File: config.mk
export PLATFORM = sky130hd
export DESIGN_NAME = rumble_to_vibration_drive
export DESIGN_NICKNAME = d
export VERILOG_FILES = /design/src/rtl/rtvd_pkg.sv /design/src/rtl/rumble_to_vibration_drive.sv
export SDC_FILE = /design/constraint.sdc
export NUM_CORES = 1
export LEC_CHECK = 0
export BUFFER_PORTS_ARGS = -buffer_cell sky130_fd_sc_hd__buf_2
export CAP_MARGIN = 0
export CORE_MARGIN = 2
export CORE_UTILIZATION = 56
export DETAILED_ROUTE_END_ITERATION = 7
export GPL_TIMING_DRIVEN = 0
export PLACE_DENSITY = 0.74
export SLEW_MARGIN = 0
export SYNTH_ARGS = -nofsm -noshare
export SYNTH_HDL_FRONTEND = slang
export SYNTH_SLANG_ARGS = --single-unit
File: constraint.sdc
create_clock -name clk -period 7.9 [get_ports clk]
set_input_delay 1.58 -clock clk [delete_from_list [all_inputs] [get_ports clk]]
set_output_delay 1.58 -clock clk [all_outputs]
set_load 0.05 [all_outputs]
File: src/rtl/rtvd_pkg.sv
// rtvd_pkg: shared widths, codes and constants for the rumble to vibration drive
// no dependencies; used by rtl/rumble_to_vibration_drive.sv
`default_nettype none

package rtvd_pkg;

	localparam int DEMAND_W   = 9;
	localparam int LEVEL_W    = 7;
	localparam int VIB_W      = 10;
	localparam int RUMBLE_W   = 8;
	localparam int TIME_W     = 32;
	localparam int INTERVAL_W = 16;
	localparam int CFG_IDX_W  = 2;
	localparam int CFG_DATA_W = 16;
	localparam int DIV_W      = 19;
	localparam int DIV_CNT_W  = 5;
	localparam int RECIP_W    = 19;
	localparam int RECIP_SH   = 19;

	typedef enum logic [1:0] {
		MODE_SETUP = 2'd0,
		MODE_LOOP  = 2'd1,
		MODE_ERROR = 2'd2,
		MODE_EXIT  = 2'd3
	} mode_t;

	localparam logic [CFG_IDX_W-1:0] CFG_RESET_INTERVAL = 2'd0;
	localparam logic [CFG_IDX_W-1:0] CFG_BIG_THRESHOLD  = 2'd1;
	localparam logic [CFG_IDX_W-1:0] CFG_PEAK_FLOOR     = 2'd2;

	localparam logic [INTERVAL_W-1:0] RESET_INTERVAL_RST = 16'd20000;
	localparam logic [DEMAND_W-1:0]   BIG_THRESHOLD_RST  = 9'd180;
	localparam logic [DEMAND_W-1:0]   PEAK_FLOOR_RST     = 9'd100;
	localparam logic [DEMAND_W-1:0]   DEMAND_PEAK_RST    = 9'd100;

	// floor(s * 7 / 10) == (s * 7 * 52429) >> 19 for any 8-bit s
	localparam logic [RECIP_W-1:0] SMALL_RECIP = 19'd367003;

	localparam logic [VIB_W-1:0]   VIB_BASE  = 10'd250;
	localparam logic [VIB_W-1:0]   VIB_SPAN  = 10'd750;
	localparam logic [VIB_W-1:0]   VIB_MAX   = 10'd1000;
	localparam logic [LEVEL_W-1:0] LEVEL_MAX = 7'd100;

	typedef enum logic [6:0] {
		ST_IDLE = 7'b0000001,
		ST_PREP = 7'b0000010,
		ST_PEAK = 7'b0000100,
		ST_DIV1 = 7'b0001000,
		ST_LVL  = 7'b0010000,
		ST_DIV2 = 7'b0100000,
		ST_DONE = 7'b1000000
	} state_t;

endpackage

`default_nettype wire

File: src/rtl/rumble_to_vibration_drive.sv
// rumble_to_vibration_drive: rumble demand to big-motor level and small-motor strength
// depends on rtl/rtvd_pkg.sv
//
// channel | signals                                           | handshake
// --------+---------------------------------------------------+-------------------
// in      | mode, big_rumble, small_rumble, time_ms           | in_valid / in_stall
// out     | big_enable, big_level_write, big_level,           | out_valid / out_stall
//         | vibrate_write, vibrate_strength                   |
// cfg     | cfg_index, cfg_data                               | cfg_valid / cfg_ready
//
// a loop word passes through PREP, PEAK, DIV1 when its demand is nonzero, LVL, DIV2 when
// needed, and DONE; setup, error and exit words go straight to DONE. the next word can be
// taken in the cycle after the result is loaded. loop words use the shared 19-step restoring
// divider, at most once for the strength and at most once for the big-motor target.
// arst_n clears the sequencer, its state and the config registers to their defaults.
// in_stall is high while a word is being worked; a held result in the output
// register does not block acceptance, only the final load waits on out_stall.
`default_nettype none

module rumble_to_vibration_drive (
	input  wire logic                                 clk,
	input  wire logic                                 arst_n,
	input  wire logic                                 in_valid,
	output logic                                      in_stall,
	input  wire logic [1:0]                           mode,
	input  wire logic [rtvd_pkg::RUMBLE_W-1:0]        big_rumble,
	input  wire logic [rtvd_pkg::RUMBLE_W-1:0]        small_rumble,
	input  wire logic [rtvd_pkg::TIME_W-1:0]          time_ms,
	output logic                                      out_valid,
	input  wire logic                                 out_stall,
	output logic                                      big_enable,
	output logic                                      big_level_write,
	output logic [rtvd_pkg::LEVEL_W-1:0]              big_level,
	output logic                                      vibrate_write,
	output logic [rtvd_pkg::VIB_W-1:0]                vibrate_strength,
	input  wire logic                                 cfg_valid,
	output logic                                      cfg_ready,
	input  wire logic [rtvd_pkg::CFG_IDX_W-1:0]       cfg_index,
	input  wire logic [rtvd_pkg::CFG_DATA_W-1:0]      cfg_data
);

	localparam int DW = rtvd_pkg::DEMAND_W;
	localparam int QW = rtvd_pkg::DIV_W;
	localparam int PW = rtvd_pkg::RUMBLE_W + rtvd_pkg::RECIP_W;

	rtvd_pkg::state_t                    state_q;
	rtvd_pkg::mode_t                     mode_q;
	logic [rtvd_pkg::RUMBLE_W-1:0]       big_q;
	logic [rtvd_pkg::RUMBLE_W-1:0]       small_q;
	logic [rtvd_pkg::TIME_W-1:0]         time_q;

	logic [rtvd_pkg::INTERVAL_W-1:0]     interval_q;
	logic [DW-1:0]                       thr_q;
	logic [DW-1:0]                       floor_q;

	logic [DW-1:0]                       peak_q;
	logic [rtvd_pkg::TIME_W-1:0]         last_q;
	logic [rtvd_pkg::LEVEL_W-1:0]        level_q;
	logic                                enable_q;

	logic [DW-1:0]                       demand_q;
	logic [rtvd_pkg::VIB_W-1:0]          vib_q;

	logic [DW-1:0]                       dv_rem_q;
	logic [QW-1:0]                       dv_quo_q;
	logic [DW-1:0]                       dv_den_q;
	logic [rtvd_pkg::DIV_CNT_W-1:0]      dv_cnt_q;

	logic                                out_valid_q;
	logic                                out_en_q;
	logic                                out_lvl_wr_q;
	logic [rtvd_pkg::LEVEL_W-1:0]        out_lvl_q;
	logic                                out_vib_wr_q;
	logic [rtvd_pkg::VIB_W-1:0]          out_vib_q;

	logic                                in_take;
	logic [PW-1:0]                       small_prod;
	logic [DW-1:0]                       demand_calc;
	logic [rtvd_pkg::TIME_W-1:0]         elapsed;
	logic [DW-1:0]                       peak_new;
	logic [QW-1:0]                       vib_dividend;
	logic [DW-1:0]                       lvl_diff;
	logic [QW-1:0]                       lvl_dividend;
	logic [DW:0]                         dv_trial;
	logic [DW:0]                         dv_diff;
	logic                                dv_ge;
	logic [DW-1:0]                       dv_rem_next;
	logic [QW-1:0]                       dv_quo_next;
	logic                                dv_last;
	logic                                out_free;

	assign in_stall  = (state_q != rtvd_pkg::ST_IDLE);
	assign in_take   = in_valid && !in_stall;
	assign cfg_ready = 1'b1;
	assign out_free  = !out_valid_q || !out_stall;

	// demand from the two rumble channels
	assign small_prod  = PW'(small_q) * PW'(rtvd_pkg::SMALL_RECIP);
	assign demand_calc = DW'(big_q) + DW'(small_prod[PW-1:rtvd_pkg::RECIP_SH]);
	assign elapsed     = time_q - last_q;

	assign peak_new     = (demand_q > peak_q) ? demand_q : peak_q;
	assign vib_dividend = QW'(demand_q) * QW'(rtvd_pkg::VIB_SPAN);
	assign lvl_diff     = demand_q - thr_q;
	assign lvl_dividend = QW'(lvl_diff) * QW'(rtvd_pkg::LEVEL_MAX);

	// shared restoring divider step
	assign dv_trial    = {dv_rem_q, dv_quo_q[QW-1]};
	assign dv_diff     = dv_trial - {1'b0, dv_den_q};
	assign dv_ge       = (dv_trial >= {1'b0, dv_den_q});
	assign dv_rem_next = dv_ge ? dv_diff[DW-1:0] : dv_trial[DW-1:0];
	assign dv_quo_next = {dv_quo_q[QW-2:0], dv_ge};
	assign dv_last     = (dv_cnt_q == '0);

	always_ff @(posedge clk or negedge arst_n) begin
		if (!arst_n) begin
			interval_q <= rtvd_pkg::RESET_INTERVAL_RST;
			thr_q      <= rtvd_pkg::BIG_THRESHOLD_RST;
			floor_q    <= rtvd_pkg::PEAK_FLOOR_RST;
		end else if (cfg_valid && cfg_ready) begin
			case (cfg_index)
				rtvd_pkg::CFG_RESET_INTERVAL: interval_q <= cfg_data;
				rtvd_pkg::CFG_BIG_THRESHOLD:  thr_q      <= cfg_data[DW-1:0];
				rtvd_pkg::CFG_PEAK_FLOOR:     floor_q    <= cfg_data[DW-1:0];
				default: ;
			endcase
		end
	end

	always_ff @(posedge clk) begin
		if (in_take) begin
			mode_q  <= rtvd_pkg::mode_t'(mode);
			big_q   <= big_rumble;
			small_q <= small_rumble;
			time_q  <= time_ms;
		end
	end

	always_ff @(posedge clk or negedge arst_n) begin
		if (!arst_n) begin
			state_q  <= rtvd_pkg::ST_IDLE;
			peak_q   <= rtvd_pkg::DEMAND_PEAK_RST;
			last_q   <= '0;
			level_q  <= '0;
			enable_q <= 1'b0;
			demand_q <= '0;
			vib_q    <= '0;
			dv_rem_q <= '0;
			dv_quo_q <= '0;
			dv_den_q <= '0;
			dv_cnt_q <= '0;
		end else begin
			case (state_q)
				rtvd_pkg::ST_IDLE: begin
					if (in_take) begin
						case (rtvd_pkg::mode_t'(mode))
							rtvd_pkg::MODE_SETUP: begin
								enable_q <= 1'b1;
								state_q  <= rtvd_pkg::ST_DONE;
							end
							rtvd_pkg::MODE_EXIT: begin
								enable_q <= 1'b0;
								state_q  <= rtvd_pkg::ST_DONE;
							end
							rtvd_pkg::MODE_LOOP:  state_q <= rtvd_pkg::ST_PREP;
							default:              state_q <= rtvd_pkg::ST_DONE;
						endcase
					end
				end
				rtvd_pkg::ST_PREP: begin
					demand_q <= demand_calc;
					if (elapsed >= rtvd_pkg::TIME_W'(interval_q)) begin
						peak_q <= floor_q;
						last_q <= time_q;
					end
					state_q <= rtvd_pkg::ST_PEAK;
				end
				rtvd_pkg::ST_PEAK: begin
					peak_q <= peak_new;
					if (demand_q == '0) begin
						vib_q   <= '0;
						state_q <= rtvd_pkg::ST_LVL;
					end else begin
						dv_rem_q <= '0;
						dv_quo_q <= vib_dividend;
						dv_den_q <= peak_new;
						dv_cnt_q <= rtvd_pkg::DIV_CNT_W'(QW - 1);
						state_q  <= rtvd_pkg::ST_DIV1;
					end
				end
				rtvd_pkg::ST_DIV1: begin
					dv_rem_q <= dv_rem_next;
					dv_quo_q <= dv_quo_next;
					dv_cnt_q <= dv_cnt_q - 1'b1;
					if (dv_last) begin
						if (dv_quo_next > QW'(rtvd_pkg::VIB_SPAN))
							vib_q <= rtvd_pkg::VIB_MAX;
						else
							vib_q <= rtvd_pkg::VIB_BASE + dv_quo_next[rtvd_pkg::VIB_W-1:0];
						state_q <= rtvd_pkg::ST_LVL;
					end
				end
				rtvd_pkg::ST_LVL: begin
					if (demand_q > thr_q) begin
						if (peak_q > thr_q) begin
							dv_rem_q <= '0;
							dv_quo_q <= lvl_dividend;
							dv_den_q <= peak_q - thr_q;
							dv_cnt_q <= rtvd_pkg::DIV_CNT_W'(QW - 1);
							state_q  <= rtvd_pkg::ST_DIV2;
						end else begin
							if (level_q < rtvd_pkg::LEVEL_MAX)
								level_q <= level_q + 1'b1;
							state_q <= rtvd_pkg::ST_DONE;
						end
					end else begin
						if (level_q != '0)
							level_q <= level_q - 1'b1;
						state_q <= rtvd_pkg::ST_DONE;
					end
				end
				rtvd_pkg::ST_DIV2: begin
					dv_rem_q <= dv_rem_next;
					dv_quo_q <= dv_quo_next;
					dv_cnt_q <= dv_cnt_q - 1'b1;
					if (dv_last) begin
						// target is the quotient clipped to full scale
						if ((QW'(level_q) < dv_quo_next) && (level_q < rtvd_pkg::LEVEL_MAX))
							level_q <= level_q + 1'b1;
						state_q <= rtvd_pkg::ST_DONE;
					end
				end
				rtvd_pkg::ST_DONE: begin
					if (out_free)
						state_q <= rtvd_pkg::ST_IDLE;
				end
				default: state_q <= rtvd_pkg::ST_IDLE;
			endcase
		end
	end

	// output register
	always_ff @(posedge clk or negedge arst_n) begin
		if (!arst_n) begin
			out_valid_q <= 1'b0;
		end else if (state_q == rtvd_pkg::ST_DONE && out_free) begin
			out_valid_q <= 1'b1;
		end else if (!out_stall) begin
			out_valid_q <= 1'b0;
		end
	end

	always_ff @(posedge clk) begin
		if (state_q == rtvd_pkg::ST_DONE && out_free) begin
			out_en_q <= enable_q;
			case (mode_q)
				rtvd_pkg::MODE_LOOP: begin
					out_lvl_wr_q <= 1'b1;
					out_lvl_q    <= level_q;
					out_vib_wr_q <= 1'b1;
					out_vib_q    <= vib_q;
				end
				rtvd_pkg::MODE_ERROR: begin
					out_lvl_wr_q <= 1'b1;
					out_lvl_q    <= '0;
					out_vib_wr_q <= 1'b0;
					out_vib_q    <= '0;
				end
				default: begin
					out_lvl_wr_q <= 1'b0;
					out_lvl_q    <= '0;
					out_vib_wr_q <= 1'b0;
					out_vib_q    <= '0;
				end
			endcase
		end
	end

	assign out_valid        = out_valid_q;
	assign big_enable       = out_en_q;
	assign big_level_write  = out_lvl_wr_q;
	assign big_level        = out_lvl_q;
	assign vibrate_write    = out_vib_wr_q;
	assign vibrate_strength = out_vib_q;

	a_level_range: assert property (@(posedge clk) disable iff (!arst_n)
		level_q <= rtvd_pkg::LEVEL_MAX)
		else $error("big motor level above full scale");

	a_busy_after_take: assert property (@(posedge clk) disable iff (!arst_n)
		in_valid && !in_stall |=> in_stall)
		else $error("word accepted while sequencer still idle");

	a_vib_word: assert property (@(posedge clk) disable iff (!arst_n)
		out_valid && vibrate_write |-> big_level_write && vibrate_strength <= rtvd_pkg::VIB_MAX)
		else $error("vibrate word inconsistent");

	a_div_nonzero: assert property (@(posedge clk) disable iff (!arst_n)
		state_q == rtvd_pkg::ST_DIV1 || state_q == rtvd_pkg::ST_DIV2 |-> dv_den_q != '0)
		else $error("divider running with zero divisor");

endmodule

`default_nettype wire

==> results.md, run 1 <==
* Ratio of cells with drive above 1 in the final layout at 12.4%
* Die Y-Extent at 183 µm
* CTS Buf Count at 25
* Final Hold Vio Count at 0
* Dpl hpwl at about 32000 µm
* Top cell type's share of synthesized area at a little under a fifth
* Final cycle utilization of the critical path at 80.4%
* Combinational family with the most area after synthesis: adder cells
* WS Path Type: reg2reg
* Status: completed
* DR pass1 iterations at 5
* Synth warn at 0
* Max Root-Sink Buffers at 3
* Worst-Skew Late Latency at around 0.53 ns
* Setup violators final at 0
* Seq/Total Area, Yosys at between 30% and 40%
* Top cells by area, synth: dfrtp_1, ha_1, edfxtp_1, fa_1, inv_1
* DIE WIDTH at 183 µm
* EDFF count, synth at 70
* Die Area at 33600 µm²
* Initial DRC count at ~890
* Largest net degree at the start of global routing at 83
* Synth Flop Type: dfrtp_1
* Antenna-violating nets left at 0
* Syn Inst Count at 1837
* Fraction of the mapped netlist area in adder cells at 24.8%
* Register-to-Register Path Depth at 22
* Syn_area_per_cell at between 9 and 10 µm²
* R2r endpoint: demand_q[7]
* Post-CTS Setup Bufs at 0
* Max_cap viols at 0
* Distinct cells, synth at 82
* Tot GR Track Use at 24.3%
* Largest fanout on the critical path at 4
* Post-route cell area at 20000 µm²
* Antenna cells at 0
* Hold/Removal Path Class: reg2reg
* FP Rows at 65
* Setup crit start kind: flop
* Routed vias at between 10000 and 15000
* CP endpoint kind: flop
* RSZ-0062 raised after global routing: false
* Min cycle time layout at 6.35 ns
* Wire length of the first global-routing pass at 66600 µm
* CTS Sinks at 222
* F_max at 158 MHz
* Starting Density at 57.0%
* Multiplexer share of the synthesized area at 5.11%
* Number of fill cells in the layout at 2601
* Setup TNS at 0 ns
* Number of top-level pins at 96
* Buffers on Ports at 94
* Global route overflow at 0
* Commonest non-fill, non-tap cell in the layout: inv_1
* Routed WL at 39900 µm
* Critical Path RT at 8.30 ns
* Placed cell areas at 19100 µm²
* Simple-gate share of the synthesized area at 12.1%
* Vias per cell at 5.72
* Resize count post-CTS at 0
* Commonest cells after routing, fill and taps aside: inv_1, ha_1, dfrtp_1
* Clk pin slew, worst setup/hold paths at about 0.060 ns
* Share of flip-flops with an asynchronous set or reset at 68.5%
* R2r setup slk at 1.55 ns
* Initial antenna violation count at 0
* Nets at 2350
* Hold Crit Start: vib_q[6]
* Syn nets at 2226
* CORE AREA at roughly 32000 µm²
* CTS H-tree lvls at 1
* CTS root buf: clkbuf_16
* Hold depth at 1
* Critical Path AT at slightly below 7 ns
* Reg-to-Reg Start: small_q[4]
* CTS tree: yes
* Slew Viols, Final at 0
* GP Congestion at 0.917
* Area of the mapped netlist at ~18000 µm²
* Vias in the first global route at 13595
* Relative slew margins at 25.5%
* Area Overhead vs Synth at 10.7%
* Yosys reg bits at approximately 220
* Worst-margin pin slew at 1.10 ns
* Hold Path Sink: vib_q[6]
* Yosys top cell by area: dfrtp_1
* Compound-Gate Fraction of Synth Area at between 10% and 20%
* Clock Skew at approximately 0.030 ns
* Xor-xnor portion of the synthesized cell area at 3.74%
* Hold-fix buffers, CTS at 0
* Wire per inst at roughly 17 µm
* DRC Markers at 0
-- worst max path at each step --
stage          slack, ns  startpoint     endpoint  depth (start not counted)
2_1_floorplan       2.33  small_q[3]  demand_q[7]                         23
3_3_place_gp        1.68  small_q[4]  demand_q[7]                         22
3_5_place_dp        1.55  small_q[4]  demand_q[7]                         22
4_1_cts             1.52  small_q[4]  demand_q[7]                         22
5_1_grt             0.93  small_q[1]  demand_q[7]                         22
6_report            1.55  small_q[4]  demand_q[7]                         22
-- critical path, cell delays in order, from the launching register on --
cell	delay [ns]
edfxtp_1	0.47
ha_1	0.38
ha_1	0.21
or2_2	0.33
fa_1	0.55
inv_1	0.06
fa_1	0.57
inv_1	0.07
ha_1	0.29
inv_1	0.06
a211oi_1	0.26
a2111oi_0	0.12
nor4_1	0.45
o21ai_0	0.25
a2111oi_0	0.73
nor2_1	0.16
ha_1	0.36
a21o_1	0.16
a21oi_1	0.21
o21bai_1	0.09
a21oi_1	0.19
xor2_1	0.16
o21ai_0	0.08
-- registers in the layout, summed over array words and instances (netlist names), 9 cells and up --
name and cells:
dv_den_q 9, dv_quo_q 19, demand_q 9, dv_rem_q 9
peak_q 9, vibrate_strength 10, last_q 32, vib_q 10
interval_q 16, floor_q 9, thr_q 9, time_q 32
-- logic make-up (layout without fill, tap and decap cells) --
| logic type | after synthesis | after routing |
|---|---|---|
| DFF | 222 | 222 |
| and+or+nand+nor | 434 | 434 |
| buffers and inverters | 308 | 450 |
| other | 1 | 1 |
| AOI/OAI and AO/OA | 404 | 404 |
| adders and majority gates | 317 | 317 |
| muxes | 74 | 74 |
| xor gates and xnor gates | 77 | 77 |
-- cell usage after synthesis, drive strengths merged, types with 17 or more instances --
| master | number |
|---|---|
| nand2 | 123 |
| clkbuf | 40 |
| ha | 248 |
| nor2b | 17 |
| xnor2 | 46 |
| mux2 | 54 |
| nor3 | 26 |
| edfxtp | 70 |
| and2 | 30 |
| inv | 257 |
| nand3 | 46 |
| mux2i | 20 |
| a21o | 44 |
| a21oi | 98 |
| a31oi | 19 |
| nand4 | 22 |
| o21ai | 97 |
| nor2 | 83 |
| fa | 68 |
| dfrtp | 136 |
| xor2 | 31 |
-- area by class of cell --
class | instances | area, µm² | share of cell area (%)
plain buffers | 51 | 231 | 1.16
well taps | 402 | 503 | 2.52
inverters | 257 | 965 | 4.83
repair buffers | 97 | 539 | 2.70
clock inverters | 5 | 57.6 | 0.288
multi-input cells | 1307 | 10900 | 54.7
clock buffers | 40 | 827 | 4.14
flip-flops and latches | 222 | 5930 | 29.7
-- per-stage QoR --
stage                     setup slack (ns)  utilization [%]  cells  hold WS [ns]
after floorplan                       2.33                -   1837         0.425
after global placement                1.68             60.1   2333         0.434
after detailed placement              1.55             60.3   2336         0.440
after CTS                             1.52             63.1   2381         0.463
after global routing                 0.933             63.1   2381         0.490
final                                 1.55             63.1   2381         0.469
-- metal layers --
| metal | wire length, µm | track usage (%) | vias to the layer above |
|---|---|---|---|
| met5 | 0 | 0 | - |
| li1 | - | - | 6713 |
| met2 | 18800 | 41.0 | 325 |
| met3 | 1570 | 2.48 | 79 |
| met4 | 1260 | 7.81 | 0 |
| met1 | 18200 | 32.9 | 6509 |
Power of run 1 is left out: the tool's default activity adds up to more than one toggle a clock period on the data nets, which glitch-free logic cannot reach.
==> inputs of run 2 (changes only) <==
--- a/config.mk
+++ b/config.mk
@@ -11,7 +11,7 @@
 export CORE_UTILIZATION = 56
 export DETAILED_ROUTE_END_ITERATION = 7
 export GPL_TIMING_DRIVEN = 0
-export PLACE_DENSITY = 0.74
+export PLACE_DENSITY = 0.77
 export SLEW_MARGIN = 0
 export SYNTH_ARGS = -nofsm -noshare
 export SYNTH_HDL_FRONTEND = slang
==> constraint.sdc (replaced) <==
create_clock -name clk -period 5.2 [get_ports clk]
set_input_delay 1.04 -clock clk [delete_from_list [all_inputs] [get_ports clk]]
set_output_delay 1.04 -clock clk [all_outputs]
set_load 0.05 [all_outputs]
==> results.md, run 2 (synthesis gave the netlist of run 1 again) <==
* Status: finished, violations left
* Violated checks: setup timing
* DR pass1 iterations at 5
* RSZ-0062 raised after global routing: true
* Setup crit start kind: flop
* Relative slew margins at 22.4%
* Min cycle time layout at approximately 5.7 ns
* Dpl hpwl at roughly 32000 µm
* Tot GR Track Use at 25.3%
* Commonest non-fill, non-tap cell in the layout: inv_1
* CTS root buf: clkbuf_16
* F_max at about 180 MHz
* Buffers on Ports at between 90 and 100
* Die Y-Extent at 183 µm
* Post-route cell area at roughly 21000 µm²
* Antenna-violating nets left at 0
* Die Area at 33600 µm²
* Worst-margin pin slew at 1.15 ns
* CP top delay family: adder cells
* Antenna cells at 0
* CP endpoint kind: flop
* Routed vias at 14113
* Wire length of the first global-routing pass at 69400 µm
* Crit path largest cell delay at around 0.55 ns
* WS Path Type: reg2reg
* Final cycle utilization of the critical path at 109%
* Sequential cell area at 5930 µm²
* Max Root-Sink Buffers at 3
* Final Hold Vio Count at 0
* Vias per cell at a little under 6
* Global route overflow at 0
* CTS Buf Count at 26
* Largest fanout on the critical path at 3
* Nets at roughly 2400
* Critical Path AT at 6.10 ns
* Clock Skew at 0.0244 ns
* Ratio of cells with drive above 1 in the final layout at about 17%
* Clk pin slew, worst setup/hold paths at 0.06 ns
* Wire per inst at 17.6 µm
* CTS Sinks at 222
* Multi-input gate area at 11300 µm²
* Largest net degree at the start of global routing at 79
* Slew Viols, Final at 0
* Initial antenna violation count at 0
* Buffers plus inverters on the worst setup path at 5
* CTS H-tree lvls at 1
* GP Congestion at 0.896
* Critical Path RT at 5.61 ns
* Non-Filler Instances at around 2400
* Slowest-stage cell, CP: fa_2
* Starting Density at between 50% and 60%
* Worst-Skew Late Latency at 0.54 ns
* Largest registers: last_q x32, time_q x32, dv_quo_q x19
* CTS tree: yes
* Vias in the first global route at between 10000 and 15000
* Most used cell, CP: a21o_1
* CORE AREA at 31600 µm²
* Hold/Removal Path Class: reg2reg
* FP Rows at 65
* Inst Count DP at ~2300
* Number of fill cells in the layout at around 2400
* Finished Core Util at 65.1%
* Placed cell areas at 19200 µm²
* Hold slack at 0.455 ns
* Routed WL at ~43000 µm
* Number of top-level pins at 96
* Commonest cells after routing, fill and taps aside: inv_1, ha_1, dfrtp_1
* DIE WIDTH at 183 µm
* Setup ws final at -0.492 ns
* Max_cap viols at 0
* Initial DRC count at between 900 and 1000
* DRC Markers at 0
* Area Overhead vs Synth at 14.2%
* Setup violators final at 6
==> run 2: final timing paths <==
kind / startpoint / end / slack [ns] / cells after the start
worst min register to register: enable_q / big_enable / 0.46 / 0
worst min-delay path: enable_q / big_enable / 0.46 / 0
worst max register to register: small_q[4] / demand_q[7] / -0.49 / 25
max in group asynchronous: arst_n / state_q[0] / 3.82 / 2
worst max-delay path: small_q[4] / demand_q[7] / -0.49 / 25
min in group asynchronous: arst_n / dv_quo_q[16] / 0.53 / 1
==> run 2: final cells by class <==
cell class	count	share of cell area [%]
clock inverters	8	0.371
plain buffers	51	1.12
repair buffers	132	4.01
inverters	257	4.73
multi-input cells	1307	54.8
clock buffers	40	3.77
well taps	402	2.44
flip-flops and latches	222	28.8
==> run 2: what timing repair did <==
| action | CTS | global route |
|---|---|---|
| pin swaps | 14 | 44 |
| gates resized for setup | 23 | 44 |
| hold buffers | 0 | 0 |
| setup buffers | 21 | 17 |
| setup endpoints to repair | 7 | 46 |
==> run 2: routing by layer <==
metal	up-vias	share of wire, %	global-route usage (%)
li1	6811	-	-
met1	6751	43	32.9
met2	464	49	43.6
met3	87	4.8	2.95
met4	0	3.3	9.02
met5	-	0	0
==> run 2: per-stage QoR <==
| stage | setup TNS (ns) | setup WS [ns] |
|---|---|---|
| 2_1_floorplan | 0 | 0.0124 |
| 3_3_place_gp | -1.77 | -0.502 |
| 3_5_place_dp | -2.12 | -0.579 |
| 4_1_cts | -1.07 | -0.310 |
| 5_1_grt | -3.72 | -0.716 |
| 6_report | -1.76 | -0.492 |
Power of run 2 is left out for the same reason.
